$ cat src/sv/srn_pkg.sv
// Shared types and constants for the shift, zero and RMS normalize block.
`default_nettype none
package srn_pkg;

    localparam int SAMP_W  = 16;
    localparam int SCALE_W = 16;
    localparam int VAL_W   = 32;
    localparam int QUO_W   = 32;
    localparam int FRAC_W  = 16;

    localparam logic [SCALE_W-1:0] SCALE_RESET = 16'd256;

    localparam logic OP_LOAD = 1'b0;
    localparam logic OP_READ = 1'b1;

    localparam logic [1:0] STATUS_OK         = 2'd0;
    localparam logic [1:0] STATUS_ZERO_NORM  = 2'd1;
    localparam logic [1:0] STATUS_NOT_LOADED = 2'd2;

    localparam logic [VAL_W-1:0] VAL_MIN = 32'h8000_0000;
    localparam logic [VAL_W-1:0] VAL_MAX = 32'h7FFF_FFFF;

    typedef struct packed {
        logic                     operation;
        logic signed [SAMP_W-1:0] sample;
    } in_t;

    typedef struct packed {
        logic signed [VAL_W-1:0] value;
        logic                    last;
        logic [1:0]              status;
    } out_t;

    typedef enum logic [2:0] {
        ST_IDLE,
        ST_SQUARE,
        ST_ACCUM,
        ST_ROOT,
        ST_FETCH,
        ST_DIVIDE,
        ST_EMIT
    } state_t;

endpackage
`default_nettype wire

$ cat src/sv/srn_div.sv
// Restoring bit-serial divider: (dividend << 32) / divisor, rounded half away from zero.
`default_nettype none
module srn_div #(
    parameter int NH_W = 20,
    parameter int D_W  = 44
) (
    input  logic                     clk,
    input  logic                     rst_n,
    input  logic                     start,
    input  logic [NH_W-1:0]          dividend,
    input  logic [D_W-1:0]           divisor,
    output logic                     done,
    output logic [srn_pkg::QUO_W:0]  quotient
);
    import srn_pkg::*;

    localparam int CNT_W = $clog2(QUO_W + 1);

    logic [D_W:0]     rem_reg, rem_next;
    logic [D_W-1:0]   dvs_reg, dvs_next;
    logic [QUO_W-1:0] q_reg, q_next;
    logic [QUO_W:0]   qr_reg, qr_next;
    logic [CNT_W-1:0] cnt_reg, cnt_next;
    logic             busy_reg, busy_next;
    logic             done_reg, done_next;

    logic [D_W:0]     rem_sh;
    logic             ge;

    // dividend < divisor on entry, so the remainder stays below the divisor
    assign rem_sh = {rem_reg[D_W-1:0], 1'b0};
    assign ge     = rem_sh >= {1'b0, dvs_reg};

    always_comb
    begin
        busy_next = busy_reg;
        cnt_next  = cnt_reg;
        done_next = 1'b0;
        rem_next  = rem_reg;
        dvs_next  = dvs_reg;
        q_next    = q_reg;
        qr_next   = qr_reg;
        if (start)
        begin
            busy_next = 1'b1;
            cnt_next  = '0;
            rem_next  = (D_W+1)'(dividend);
            dvs_next  = divisor;
            q_next    = '0;
        end
        else if (busy_reg)
        begin
            if (cnt_reg == CNT_W'(QUO_W))
            begin
                // twice the remainder against the divisor decides the round-up
                qr_next   = {1'b0, q_reg} + (QUO_W+1)'(ge);
                busy_next = 1'b0;
                done_next = 1'b1;
            end
            else
            begin
                rem_next = ge ? (rem_sh - {1'b0, dvs_reg}) : rem_sh;
                q_next   = {q_reg[QUO_W-2:0], ge};
                cnt_next = cnt_reg + 1'b1;
            end
        end
    end

    always_ff @(posedge clk or negedge rst_n)
    begin
        if (!rst_n)
        begin
            busy_reg <= 1'b0;
            done_reg <= 1'b0;
            cnt_reg  <= '0;
        end
        else
        begin
            busy_reg <= busy_next;
            done_reg <= done_next;
            cnt_reg  <= cnt_next;
        end
    end

    always_ff @(posedge clk)
    begin
        rem_reg <= rem_next;
        dvs_reg <= dvs_next;
        q_reg   <= q_next;
        qr_reg  <= qr_next;
    end

    assign done     = done_reg;
    assign quotient = qr_reg;

endmodule
`default_nettype wire

$ cat config.mk
export PLATFORM = sky130hd
export DESIGN_NAME = srn_div
export DESIGN_NICKNAME = d
export VERILOG_FILES = /design/src/sv/srn_pkg.sv /design/src/sv/srn_div.sv
export SDC_FILE = /design/constraint.sdc
export NUM_CORES = 1
export LEC_CHECK = 0
export BUFFER_PORTS_ARGS = -buffer_cell sky130_fd_sc_hd__buf_4
export CORE_ASPECT_RATIO = 0.7
export CORE_MARGIN = 2
export CORE_UTILIZATION = 46
export CTS_BUF_LIST = sky130_fd_sc_hd__clkbuf_16
export CTS_CLUSTER_DIAMETER = 50
export DETAILED_ROUTE_END_ITERATION = 12
export MAX_ROUTING_LAYER = met4
export PLACE_DENSITY = 0.65
export SLEW_MARGIN = 15
export SYNTH_ARGS = -nofsm -noshare
export SYNTH_HDL_FRONTEND = slang
export SYNTH_SLANG_ARGS = --single-unit
$ cat constraint.sdc
create_clock -name clk -period 3.9 [get_ports clk]
set_clock_uncertainty 0.1 [all_clocks]
set_input_delay 0.195 -clock clk [delete_from_list [all_inputs] [get_ports clk]]
set_output_delay 0.195 -clock clk [all_outputs]
set_load 0.02 [all_outputs]
* Word level (Yosys, flattened, before mapping)
Index checks and enable logic that the tools add are counted.
** Word-level totals
- Bits in latches :: 0
- Memory bits (writable) :: 0
- Memories :: 0
- Flip-flop bits (word level) :: 161
- Bits of input ports :: 67
- Logic and storage cells :: 33
- Output and inout port bits :: 34
- Bits in read-only memories :: 0
** Cells by class
- Reduce and logical (&&, ||, !) cells :: 4
- Add/sub/neg operators :: 3
- Bitwise logic cells :: 2
- Div/mod/pow operators :: 0
- Order comparisons :: 1
- Shift-type cells :: 0
- Equality and inequality tests :: 2
- Multiplexer cells :: 13
- $mul :: 0
** Operators by type and width (number)
- 20-bit 2-to-1 mux :: 3
- 45-bit by 44-bit >= comparator with 1-bit output :: 1
- 44-bit 2-to-1 mux :: 1
- 44-bit subtractor :: 1
- 32-bit by 1-bit adder with 33-bit output :: 1
- 6-bit 2-to-1 mux :: 3
- 6-bit by 1-bit adder with 6-bit output, second input constant :: 1
- 6-bit equality test, second input constant :: 1
- 1-bit 2-to-1 mux :: 6
- 2-bit AND reduction :: 2
- 3-bit AND reduction :: 1
- 2-bit inequality test, second input constant :: 1
- 1-bit NOT :: 2
- 2-bit nonzero test :: 1

* Depth between registers and ports, before layout
- Depth after elaboration :: 5
- Gate-level depth with buffers :: 19
- Gate-level depth less buffers :: 18

* Worst setup path after synthesis
Ideal clock, no wire load.
- Path type :: reg2reg
- Start point :: register rem_reg[13]
- End point :: register qr_reg[27] (netlist: quotient[27]), data pin
- Data required time :: 3.541 ns
- Clock period less this slack :: 3.856 ns
- Slack :: 0.044 ns
- Library setup time :: 0.259 ns
- Arrival time :: 3.497 ns
- Buffers on the path :: 3
- Stages on the path, launching flop included :: 19
- Cell sequence :: edfxtp_1 ha_1 buf_2 a21oi_1 o211ai_1 a41oi_1 o31ai_2 o21ai_2 o31ai_4 buf_2 ha_1 and3_1 clkbuf_1 nand2_1 nor2_1 nand3_1 nor2_1 nand2_1 xnor2_1
** Between the ends
- Longest elaborated chain between the ends :: 2
** Ends and longest elaborated chain
- from (decl) :: RTL line srn_div.sv:19 : logic [D_W:0] rem_reg, rem_next;
- from (signal assigned) :: RTL line srn_div.sv:87 : rem_reg <= rem_next;
- 45-bit by 44-bit >= comparator with 1-bit output :: RTL line srn_div.sv:32 : assign ge = rem_sh >= {1'b0, dvs_reg};
- net ge :: RTL line srn_div.sv:28 : logic ge;
- 32-bit by 1-bit adder with 33-bit output :: RTL line srn_div.sv:56 : qr_next = {1'b0, q_reg} + (QUO_W+1)'(ge);
- to (signal assigned) :: RTL line srn_div.sv:90 : qr_reg <= qr_next;
- to (decl) :: RTL line srn_div.sv:22 : logic [QUO_W:0] qr_reg, qr_next;
The timed path passes the listed nets, and every way through them passes these cells.
A chain may end at the register's enable or synchronous reset.

* Final worst setup path
- Start point :: register rem_reg[15]
- End point :: register qr_reg[28] (netlist: quotient[28]), data pin
** Between the ends
- Longest elaborated chain between the ends :: 2
** Ends and longest elaborated chain (RTL line)
- 45-bit by 44-bit >= comparator with 1-bit output :: srn_div.sv:32
- 32-bit by 1-bit adder with 33-bit output :: srn_div.sv:56
Every way passes these cells.

==> results.yml <==
grt:
  grt_max_degree: 71
  grt_pass1_vias: 6884
  grt_pass1_wl_mm: 34.3
  grt_usage_pct: 21.6
  antenna_found_initial: 0
  gr-total-overflow: 0
pwr:
  power_density_nw_per_um2: 625
  p_leak_nw: 4.76
  ir_drop_mv: 0.358
finish:
  diodes: 0
  fin_area_um2: 11500
  area_growth_pct: 27.4
  nets: 1191
  fillCellCount: 1605
  drive_gt1_share_pct: 20.0
  final_cells: 1352
worst_setup_path:
  cp.required_ps: 3990
  reg2reg_from: "rem_reg[15]"
  critPathLaunch: "rem_reg[15]"
  cp_max_fo: 7
  crit_path_end_kind: "register"
  criticalPathCategory: "register to register"
  start_kind: "register"
  crit_arrival_ps: 3700
die:
  dieWidth_um: 172
  core_area_um2: 19100
  core.rowCount: 42
  start_util_pct: 47.4
  ios: 101
  die_h_um: 121
  die-area_um2: 20800
yosys:
  ys_seq_elements: 161
  yosysWarningCount: 0
  syn-mean-instance-area_um2: 10.0
  synth_fp_nets: 1020
  ys_seq_area_share_pct: 46.8
  synthCells: 904
  synth-edff-count: 97
  synth_top_flop_cell: "edfxtp_1"
  synthArstFlopShare_pct: 4.97
  synth_area_um2: 9040
  synth_cell_types: 62
route:
  first_pass_iters: 5
  viasPerCell: 5.32
  avgRoutedWirePerCell_um: 15.7
  drc_errors: 0
  num_vias: 7197
  ant_nets: 0
  wirelength_mm: 21.2
  detail_route.iter0.violations: 543
placed_design:
  placed_cells: 1254
  placed_cell_area_um2: 10200
  hpwl_mm: 14.5
  portBuffers: 100
  globalplace.congestion: 0.902
  pre_cts_slack_ps: 144
sta:
  tightest_slew_ps: 898
  finalSetupTns_ps: 0
  max_freq_ghz: 0.277
  slew_headroom_pct: 40.1
  hold_viol_final: 0
  worst_slack_ps: 287
  setup-violations-final: 0
  fin_crit_sh_pct: 92.6
  fin_crit_ps: 3610
  drv_slew: 0
clock_network:
  cts.path.max_buffers: 2
  clock_latency_ps: 440
  clkSinkCount: 161
  htree_levels: 4
  path_clk_slew_ps: 70
  numCtsBuffers: 17
  root_buffer: "clkbuf_16"
  tritoncts: "done"
outcome:
  status: "complete, no violations"
job:
  max_cap_viol_count: 0
min_path:
  min_path_type: "input port to async pin"
-- layer usage --
metal / up-vias / track usage (%) / wire length [um]
met3: 15 / 4.73 / 944
met4: 0 / 5.51 / 190
met5: - / - / 0
li1: 3622 / - / -
met1: 3408 / 31.2 / 11100
met2: 152 / 30.5 / 8930
-- power breakdown --
| group | internal [mW] | total [mW] | switching [mW] | leakage, nW |
|---|---|---|---|---|
| registers | 2.09 | 2.28 | 0.187 | 1.56 |
| clock network | 0.938 | 1.65 | 0.710 | 0.286 |
| logic | 1.45 | 3.28 | 1.83 | 2.91 |
-- synth_stat cells (4+ instances only) --
cell	count	area (um2)
nor2_1	65	244
ha_1	48	601
dfxtp_1	56	1120
o21a_1	7	52.6
a31oi_1	7	43.8
a22o_1	32	280
xnor2_1	49	429
buf_2	12	60.1
or3_1	5	31.3
edfxtp_1	97	2910
clkbuf_1	34	128
a211oi_1	9	67.6
nor3_1	12	60.1
mux2i_1	13	130
a21oi_1	86	430
mux2_2	19	214
o21ai_0	32	160
and2_1	5	31.3
xor2_1	24	210
and3_1	16	100
nand3_1	22	110
o21ai_1	11	55.1
nand4_1	23	144
inv_1	62	233
nand2_1	66	248
o211ai_1	5	37.5
o21bai_1	9	67.6
dfrtp_1	8	200
a21o_1	15	113
o22ai_1	4	25.0
-- worst paths after layout --
| path | slack (ps) | to | cells past startpoint |
|---|---|---|---|
| setup reg to reg | 290 | quotient[28] | 17 |
| hold / removal | 30 | done | 2 |
| setup / recovery | 290 | quotient[28] | 17 |
| min in group clk | 120 | cnt_reg[0] | 2 |
| max in group asynchronous | 3540 | cnt_reg[2] | 2 |
| hold reg to reg | 390 | rem_reg[25] | 2 |
-- layout make-up --
type                       count  area, um2  share of cell area, %
tap                          264        330                   2.87
timing repair buffer         201       1670                   14.5
clock buffer                  17        425                   3.69
sequential                   161       4230                   36.8
inverter                      63        236                   2.05
multi-input combinational    631       4480                   38.9
clock inverter                15        144                   1.25
-- layout by cell type (no fill, tap or decap), drive strengths merged, types with 15 or more instances in the layout --
cell	n
inv	68
a21oi	87
mux2	19
buf	136
nand2	66
a22o	32
xor2	24
nor2	65
clkbuf	17
edfxtp	97
a21o	15
and3	16
dfxtp	56
dlygate4sd3	65
ha	48
o21ai	45
nand4	23
nand3	22
xnor2	49
-- what timing repair did --
action	4_1_cts	5_1_grt
setup buffers	0	1
setup endpoints to repair	0	9
hold endpoints to repair	72	0
hold buffers	65	0
gates resized for setup	0	19
-- through the flow --
stage                     util, %  hold WS [ps]  total power [mW]
after floorplan                 -          -201              4.62
after global placement       53.4         -80.5              5.33
after detailed placement     53.4         -81.7              5.34
after CTS                    59.8          15.2              7.08
after global routing         60.4          15.2              7.70
final                        60.4          28.6              7.21
-- cell families after synthesis --
logic type,count (synthesis),share of synthesized area (%)
compound gates,247,18.5
simple gates,230,12.0
flops,161,46.8
buf+inv,112,4.94
xor+xnor,73,7.07
fa+ha+maj,49,6.86
mux,32,3.80
-- worst max-delay path, stage by stage (launching register included) --
cell and delay, ps:
edfxtp_1 430, ha_4 340, nand2_1 90, o211ai_1 220
a41oi_2 160, o31ai_2 260, o21ai_2 140, o31ai_4 240
ha_2 240, and3_1 180, nand2_1 70, nor2_1 130
buf_4 140, and3_1 180, inv_1 50, nor2_2 140
nand3_1 110, xnor2_1 140
(Power assumes the default switching activity.)
