[config.mk]
export PLATFORM = sky130hd
export DESIGN_NAME = srn_isqrt
export DESIGN_NICKNAME = d
export VERILOG_FILES = /design/src/sv/srn_pkg.sv /design/src/sv/srn_isqrt.sv
export SDC_FILE = /design/constraint.sdc
export NUM_CORES = 1
export LEC_CHECK = 0
export ABC_AREA = 1
export BUFFER_PORTS_ARGS = -buffer_cell sky130_fd_sc_hd__buf_2
export CORE_ASPECT_RATIO = 0.6
export CORE_MARGIN = 2
export CORE_UTILIZATION = 50
export CTS_CLUSTER_DIAMETER = 150
export CTS_CLUSTER_SIZE = 16
export DETAILED_ROUTE_END_ITERATION = 16
export HOLD_SLACK_MARGIN = 0.02
export PLACE_DENSITY = 0.7
export SLEW_MARGIN = 10
export SYNTH_ARGS = -nofsm -noshare
export SYNTH_HDL_FRONTEND = slang
export SYNTH_SLANG_ARGS = --single-unit
[constraint.sdc]
create_clock -name clk -period 4.7 [get_ports clk]
set_input_delay 1.175 -clock clk [delete_from_list [all_inputs] [get_ports clk]]
set_output_delay 1.175 -clock clk [all_outputs]
set_load 0.02 [all_outputs]
[src/sv/srn_pkg.sv]
// Shared types and constants for the shift, zero and RMS normalize block.
`default_nettype none
package srn_pkg;

    localparam int SAMP_W  = 16;
    localparam int SCALE_W = 16;
    localparam int VAL_W   = 32;
    localparam int QUO_W   = 32;
    localparam int FRAC_W  = 16;

    localparam logic [SCALE_W-1:0] SCALE_RESET = 16'd256;

    localparam logic OP_LOAD = 1'b0;
    localparam logic OP_READ = 1'b1;

    localparam logic [1:0] STATUS_OK         = 2'd0;
    localparam logic [1:0] STATUS_ZERO_NORM  = 2'd1;
    localparam logic [1:0] STATUS_NOT_LOADED = 2'd2;

    localparam logic [VAL_W-1:0] VAL_MIN = 32'h8000_0000;
    localparam logic [VAL_W-1:0] VAL_MAX = 32'h7FFF_FFFF;

    typedef struct packed {
        logic                     operation;
        logic signed [SAMP_W-1:0] sample;
    } in_t;

    typedef struct packed {
        logic signed [VAL_W-1:0] value;
        logic                    last;
        logic [1:0]              status;
    } out_t;

    typedef enum logic [2:0] {
        ST_IDLE,
        ST_SQUARE,
        ST_ACCUM,
        ST_ROOT,
        ST_FETCH,
        ST_DIVIDE,
        ST_EMIT
    } state_t;

endpackage
`default_nettype wire

[src/sv/srn_isqrt.sv]
// Bit-pair serial integer square root of (radicand << 16), one root bit per cycle.
`default_nettype none
module srn_isqrt #(
    parameter int SUM_W = 39
) (
    input  logic                                   clk,
    input  logic                                   rst_n,
    input  logic                                   start,
    input  logic [SUM_W-1:0]                       radicand,
    output logic                                   done,
    output logic [(SUM_W+srn_pkg::FRAC_W+1)/2-1:0] root
);
    import srn_pkg::*;

    localparam int RW    = (SUM_W + FRAC_W + 1) / 2;
    localparam int X_W   = 2 * RW;
    localparam int CNT_W = $clog2(RW);

    logic [X_W-1:0]   x_reg, x_next;
    logic [RW+1:0]    rem_reg, rem_next;
    logic [RW-1:0]    root_reg, root_next;
    logic [CNT_W-1:0] cnt_reg, cnt_next;
    logic             busy_reg, busy_next;
    logic             done_reg, done_next;

    logic [RW+1:0]    rem_sh;
    logic [RW+1:0]    trial;
    logic             take;

    assign rem_sh = {rem_reg[RW-1:0], x_reg[X_W-1 -: 2]};
    assign trial  = {root_reg, 2'b01};
    assign take   = rem_sh >= trial;

    always_comb
    begin
        busy_next = busy_reg;
        cnt_next  = cnt_reg;
        done_next = 1'b0;
        x_next    = x_reg;
        rem_next  = rem_reg;
        root_next = root_reg;
        if (start)
        begin
            busy_next = 1'b1;
            cnt_next  = '0;
            x_next    = X_W'({radicand, {FRAC_W{1'b0}}});
            rem_next  = '0;
            root_next = '0;
        end
        else if (busy_reg)
        begin
            x_next    = {x_reg[X_W-3:0], 2'b00};
            rem_next  = take ? (rem_sh - trial) : rem_sh;
            root_next = {root_reg[RW-2:0], take};
            cnt_next  = cnt_reg + 1'b1;
            if (cnt_reg == CNT_W'(RW - 1))
            begin
                busy_next = 1'b0;
                done_next = 1'b1;
            end
        end
    end

    always_ff @(posedge clk or negedge rst_n)
    begin
        if (!rst_n)
        begin
            busy_reg <= 1'b0;
            done_reg <= 1'b0;
            cnt_reg  <= '0;
        end
        else
        begin
            busy_reg <= busy_next;
            done_reg <= done_next;
            cnt_reg  <= cnt_next;
        end
    end

    always_ff @(posedge clk)
    begin
        x_reg    <= x_next;
        rem_reg  <= rem_next;
        root_reg <= root_next;
    end

    assign done = done_reg;
    assign root = root_reg;

endmodule
`default_nettype wire

---- Word level (Yosys, flattened, before mapping) ----
Cells that the tools add are included.
word-level totals
  flip-flop bits (word level) ............. 103
  bits of input ports ..................... 42
cells by class
  $add $sub $neg .......................... 2
  order comparisons ....................... 1
  equality and inequality tests ........... 1
  multiplexer cells ....................... 11
  reduce and logical (&&, ||, !) cells .... 1
operator list
  kind                 number
  $mux 55              2
  $ge 30x30->1         1
  $mux 28              1
  $sub 28x28->28       1
  $mux 5               2
  $mux 1               6
  $add 5x1->5 const B  1
  $eq 5x5->1 const B   1
  $reduce_bool 2->1    1

---- Longest topological paths before layout ----
  depth in word-level cells ............... 4
  mapped depth ............................ 17
  depth with buffers taken out ............ 16

---- Least setup slack after synthesis ----
OpenSTA, ideal clock, no wires.
  path type ............................... input to register
  from .................................... in start
  to ...................................... reg x_reg[16], enable pin
  data arrival time ....................... 2.650 ns
  required time ........................... 4.281 ns
  setup slack ............................. 1.631 ns
  stages .................................. 3
  path buffers ............................ 1
  cell sequence ........................... nor2_1 > inv_1 > clkbuf_1
between the ends
  word-level cells in the longest chain between the ends .. 1
ends and longest elaborated chain
  item                         line             source
  from (decl)                  srn_isqrt.sv:8   input logic start,
  $reduce_bool 2->1 (no line)  n/a
  to (signal assigned)         srn_isqrt.sv:82  x_reg <= x_next;
  to (decl)                    srn_isqrt.sv:19  logic [X_W-1:0] x_reg, x_next;
Every way passes these cells.
A chain may end at the register's enable or synchronous reset.

==> impl_results.html <==
<table>
<tr><th>Metric</th><th>Value</th></tr>
<tr><th colspan="2">Run status</th></tr>
<tr><td>Run status</td><td>complete, no violations</td></tr>
<tr><th colspan="2">Logic synthesis</th></tr>
<tr><td>Syn Inst Count</td><td>840</td></tr>
<tr><td>Cell area after synthesis</td><td>5990 um2</td></tr>
<tr><td>Library cell occupying the most area in the post-synthesis netlist</td><td>sky130_fd_sc_hd__nand2_1</td></tr>
<tr><td>Register bit count reported by yosys</td><td>103</td></tr>
<tr><td>Most used standard cell by instance count after synthesis</td><td>sky130_fd_sc_hd__nand2_1</td></tr>
<tr><td>Count of unique library cells instantiated by Yosys</td><td>38</td></tr>
<tr><td>Post-Syn Nets</td><td>913</td></tr>
<tr><td>Synth cell count leaders</td><td>sky130_fd_sc_hd__nand2_1, sky130_fd_sc_hd__inv_1, sky130_fd_sc_hd__nor2_1, sky130_fd_sc_hd__dfxtp_1, sky130_fd_sc_hd__edfxtp_1</td></tr>
<tr><td>Top flip-flop cell by instance count after synthesis</td><td>sky130_fd_sc_hd__dfxtp_1</td></tr>
<tr><td>Syn_area_per_cell</td><td>7.13 um2</td></tr>
<tr><td>Synth warnings</td><td>0</td></tr>
<tr><td>Number of enable flip-flop cells after synthesis</td><td>39</td></tr>
<tr><td>Part of the Yosys area used for sequential elements</td><td>0.415</td></tr>
<tr><td>Top area cells in the synthesized netlist</td><td>sky130_fd_sc_hd__nand2_1, sky130_fd_sc_hd__edfxtp_1, sky130_fd_sc_hd__dfxtp_1, sky130_fd_sc_hd__inv_1, sky130_fd_sc_hd__ha_1</td></tr>
<tr><td>Asr flop ratio synth</td><td>0.0680</td></tr>
<tr><td>Portion of synthesized cell area occupied by the leading cell type</td><td>0.196</td></tr>
<tr><th colspan="2">Critical path</th></tr>
<tr><td>Highest-delay cell along the critical path</td><td>sky130_fd_sc_hd__clkinv_1</td></tr>
<tr><td>Critical Path Max Stage Delay</td><td>0.95 ns</td></tr>
<tr><td>Worst Path Class, Setup</td><td>in -&gt; reg</td></tr>
<tr><td>Critical Path Fanout Max</td><td>36</td></tr>
<tr><td>Cells along the critical path</td><td>buf_2, nor2_1, buf_4, clkinv_1, a21oi_1, o21ai_1, nand2_1</td></tr>
<tr><td>Type of origin of the critical path</td><td>primary input</td></tr>
<tr><td>WP data arrival</td><td>3.53 ns</td></tr>
<tr><td>Crit path required time</td><td>5.00 ns</td></tr>
<tr><td>Endpoint kind of the worst setup timing path</td><td>register</td></tr>
<tr><th colspan="2">Placement</th></tr>
<tr><td>Count of port buffers added during placement</td><td>70</td></tr>
<tr><td>Number of cells in the design after placement</td><td>1,049</td></tr>
<tr><td>HPWL reported at the end of detailed placement</td><td>10,400 um</td></tr>
<tr><td>Routability Congestion</td><td>0.921</td></tr>
<tr><th colspan="2">Global routing</th></tr>
<tr><td>Largest net degree at the start of global routing</td><td>53</td></tr>
<tr><td>Antenna violations before repair</td><td>0</td></tr>
<tr><td>Global-route congestion overflow total</td><td>0</td></tr>
<tr><td>First-pass GRT wire length</td><td>23,400 um</td></tr>
<tr><td>All-Layer GR Usage</td><td>0.229</td></tr>
<tr><td>Via count of the first global-routing pass</td><td>4,589</td></tr>
<tr><th colspan="2">Cells and area</th></tr>
<tr><td>Net count, final</td><td>973</td></tr>
<tr><td>Area growth from synthesis to layout</td><td>12.4%</td></tr>
<tr><td># fillers</td><td>1,141</td></tr>
<tr><td>Fin util</td><td>0.587</td></tr>
<tr><td>Seq. cell area</td><td>2490 um2</td></tr>
<tr><td>Proportion of layout cells with a drive suffix above 1</td><td>0.118</td></tr>
<tr><td>Non-filler instance count after layout</td><td>1,065</td></tr>
<tr><td>Area used by multi-input combinational logic</td><td>2960 um2</td></tr>
<tr><td>Total inserted antenna cells</td><td>0</td></tr>
<tr><td>Number of flip-flops in the largest register</td><td>40</td></tr>
<tr><th colspan="2">Die</th></tr>
<tr><td>Number of placement rows</td><td>30</td></tr>
<tr><td>Die extent in x</td><td>145 um</td></tr>
<tr><td>Count of pins on the block boundary</td><td>71</td></tr>
<tr><td>Core Area</td><td>11,500 um2</td></tr>
<tr><td>Effective utilization at floorplan</td><td>0.522</td></tr>
<tr><td>Height of the die</td><td>88.8 um</td></tr>
<tr><td>Full die area</td><td>12,900 um2</td></tr>
<tr><th colspan="2">Drt</th></tr>
<tr><td>Routed vias</td><td>5,374</td></tr>
<tr><td>Total iterations of the first detailed-routing run</td><td>7</td></tr>
<tr><td>DR WL/cell</td><td>13.4 um</td></tr>
<tr><td>Detail-routed via count per cell</td><td>5.05</td></tr>
<tr><td>Routed wire length</td><td>14,200 um</td></tr>
<tr><td>Count of routing violations after the opening detailed-route iteration</td><td>444</td></tr>
<tr><td>DRC violations left</td><td>0</td></tr>
<tr><td>Antenna-violating nets left</td><td>0</td></tr>
<tr><th colspan="2">Clock tree</th></tr>
<tr><td>Htree depth</td><td>3</td></tr>
<tr><td>Clock slew seen by the registers of the worst setup and hold paths</td><td>0.07 ns</td></tr>
<tr><td>Number of clock buffers inserted by TritonCTS</td><td>9</td></tr>
<tr><td>CTS tree</td><td>yes</td></tr>
<tr><td>Number of hold-repair buffers added at the cts stage</td><td>0</td></tr>
<tr><td>Clock root buffer</td><td>sky130_fd_sc_hd__clkbuf_16</td></tr>
<tr><td>Later-pin clock latency in the skew report</td><td>0.35 ns</td></tr>
<tr><td>Post-cts resize count</td><td>0</td></tr>
<tr><td>Clk sink count</td><td>103</td></tr>
<tr><td>Buffer levels on the longest clock path</td><td>2</td></tr>
<tr><td>Setup Fix Bufs, Post-CTS</td><td>0</td></tr>
<tr><th colspan="2">STA</th></tr>
<tr><td>Hold Vio Cnt, Final</td><td>0</td></tr>
<tr><td>Final period util</td><td>0.687</td></tr>
<tr><td>Time the final worst path needs with I/O delays and setup</td><td>3.23 ns</td></tr>
<tr><td>Worst slew pin tran</td><td>1.15 ns</td></tr>
<tr><td>Clock tree skew after final layout</td><td>0.0104 ns</td></tr>
<tr><td>Post-route worst hold slack</td><td>0.462 ns</td></tr>
<tr><td>Final Setup Violations</td><td>0</td></tr>
<tr><td>Setup repair after global routing missed its margin</td><td>no</td></tr>
<tr><td>Max Fclk</td><td>310 MHz</td></tr>
<tr><td>Sum Neg Setup Slack</td><td>0 ns</td></tr>
<tr><td>Number of max-slew violations in the final report</td><td>0</td></tr>
<tr><td>Max_slew headroom</td><td>0.226</td></tr>
<tr><th colspan="2">Power</th></tr>
<tr><td>Static leakage power</td><td>0.00346 uW</td></tr>
<tr><td>IR drop worst, VDD</td><td>309 uV</td></tr>
<tr><td>Cell area power density</td><td>643 nW/um2</td></tr>
<tr><th colspan="2">Min path</th></tr>
<tr><td>Class of the tightest hold or removal check</td><td>reg -&gt; reg</td></tr>
<tr><th colspan="2">Run</th></tr>
<tr><td>Max-capacitance violation count</td><td>0</td></tr>
</table>
-- cell type report --
class / count / area share
clock buffers: 10 / 0.0340
clock inverters: 6 / 0.00817
inverters: 111 / 0.0618
multi-input cells: 601 / 0.439
flip-flops and latches: 103 / 0.369
well taps: 160 / 0.0297
repair buffers: 74 / 0.0583
-- final timing paths --
kind	startpoint	end	slack, ns	cells past startpoint
max in group asynchronous	rst_n	busy_reg	3.90	1
max reg2reg	busy_reg	rem_reg[3]	1.89	7
min reg2reg	rem_reg[26]	rem_reg[26]	0.46	2
min in group asynchronous	rst_n	cnt_reg[2]	0.64	1
min	rem_reg[26]	rem_reg[26]	0.46	2
max	start	rem_reg[3]	1.47	7
-- kinds of logic (layout without fill, tap and decap cells) --
group,count (synthesis),count (layout),synth area share
AOI/OAI and AO/OA,109,109,0.104
xor gates and xnor gates,12,12,0.0175
adders and majority gates,31,31,0.0647
buffers and inverters,136,201,0.0916
DFF,103,103,0.415
and+or+nand+nor,449,449,0.307
-- cells in the final DEF (no fill, tap or decap), types with 4 or more instances in the layout --
| cell | count |
|---|---|
| sky130_fd_sc_hd__clkbuf_16 | 9 |
| sky130_fd_sc_hd__o21bai_1 | 5 |
| sky130_fd_sc_hd__dfrtp_1 | 7 |
| sky130_fd_sc_hd__nand2_1 | 313 |
| sky130_fd_sc_hd__ha_1 | 31 |
| sky130_fd_sc_hd__edfxtp_1 | 39 |
| sky130_fd_sc_hd__xor2_1 | 5 |
| sky130_fd_sc_hd__nor2_1 | 62 |
| sky130_fd_sc_hd__dfxtp_1 | 57 |
| sky130_fd_sc_hd__inv_1 | 109 |
| sky130_fd_sc_hd__nor3_1 | 13 |
| sky130_fd_sc_hd__o21ai_0 | 17 |
| sky130_fd_sc_hd__nand2_2 | 4 |
| sky130_fd_sc_hd__nand3_1 | 35 |
| sky130_fd_sc_hd__nand4_1 | 4 |
| sky130_fd_sc_hd__nor2_2 | 5 |
| sky130_fd_sc_hd__o21ai_1 | 16 |
| sky130_fd_sc_hd__a21oi_1 | 30 |
| sky130_fd_sc_hd__o22ai_1 | 27 |
| sky130_fd_sc_hd__o211ai_1 | 7 |
| sky130_fd_sc_hd__xnor2_1 | 7 |
| sky130_fd_sc_hd__buf_2 | 70 |
-- routing by layer --
metal,global-route usage,vias up,wire [um],share of wire
li1,-,2806,-,-
met1,0.373,2405,8020,0.56
met2,0.299,154,5070,0.36
met3,0.0531,9,1040,0.073
met4,0.0455,0,105,0.0074
met5,0,-,0,0
-- per-stage QoR --
stage          area, um2  worst slack, ns  power, uW
2_1_floorplan       5990             1.63       3100
3_3_place_gp        6450             1.28       3550
3_5_place_dp        6450             1.15       3560
4_1_cts             6740             1.49       4300
5_1_grt             6740             1.19       4730
6_report            6740             1.47       4330
-- critical path, delay by kind of cell --
| family | cells | cell delay (ns) |
|---|---|---|
| compound gates | 2 | 0.56 |
| simple gates | 2 | 0.27 |
| buf+inv | 3 | 1.51 |
-- power breakdown --
group	internal (uW)	switching, uW	total [uW]
clock network	369	356	725
registers	1070	92.7	1170
logic	829	1610	2440
total	2270	2060	4330
Power figures use the tool's default switching activity.
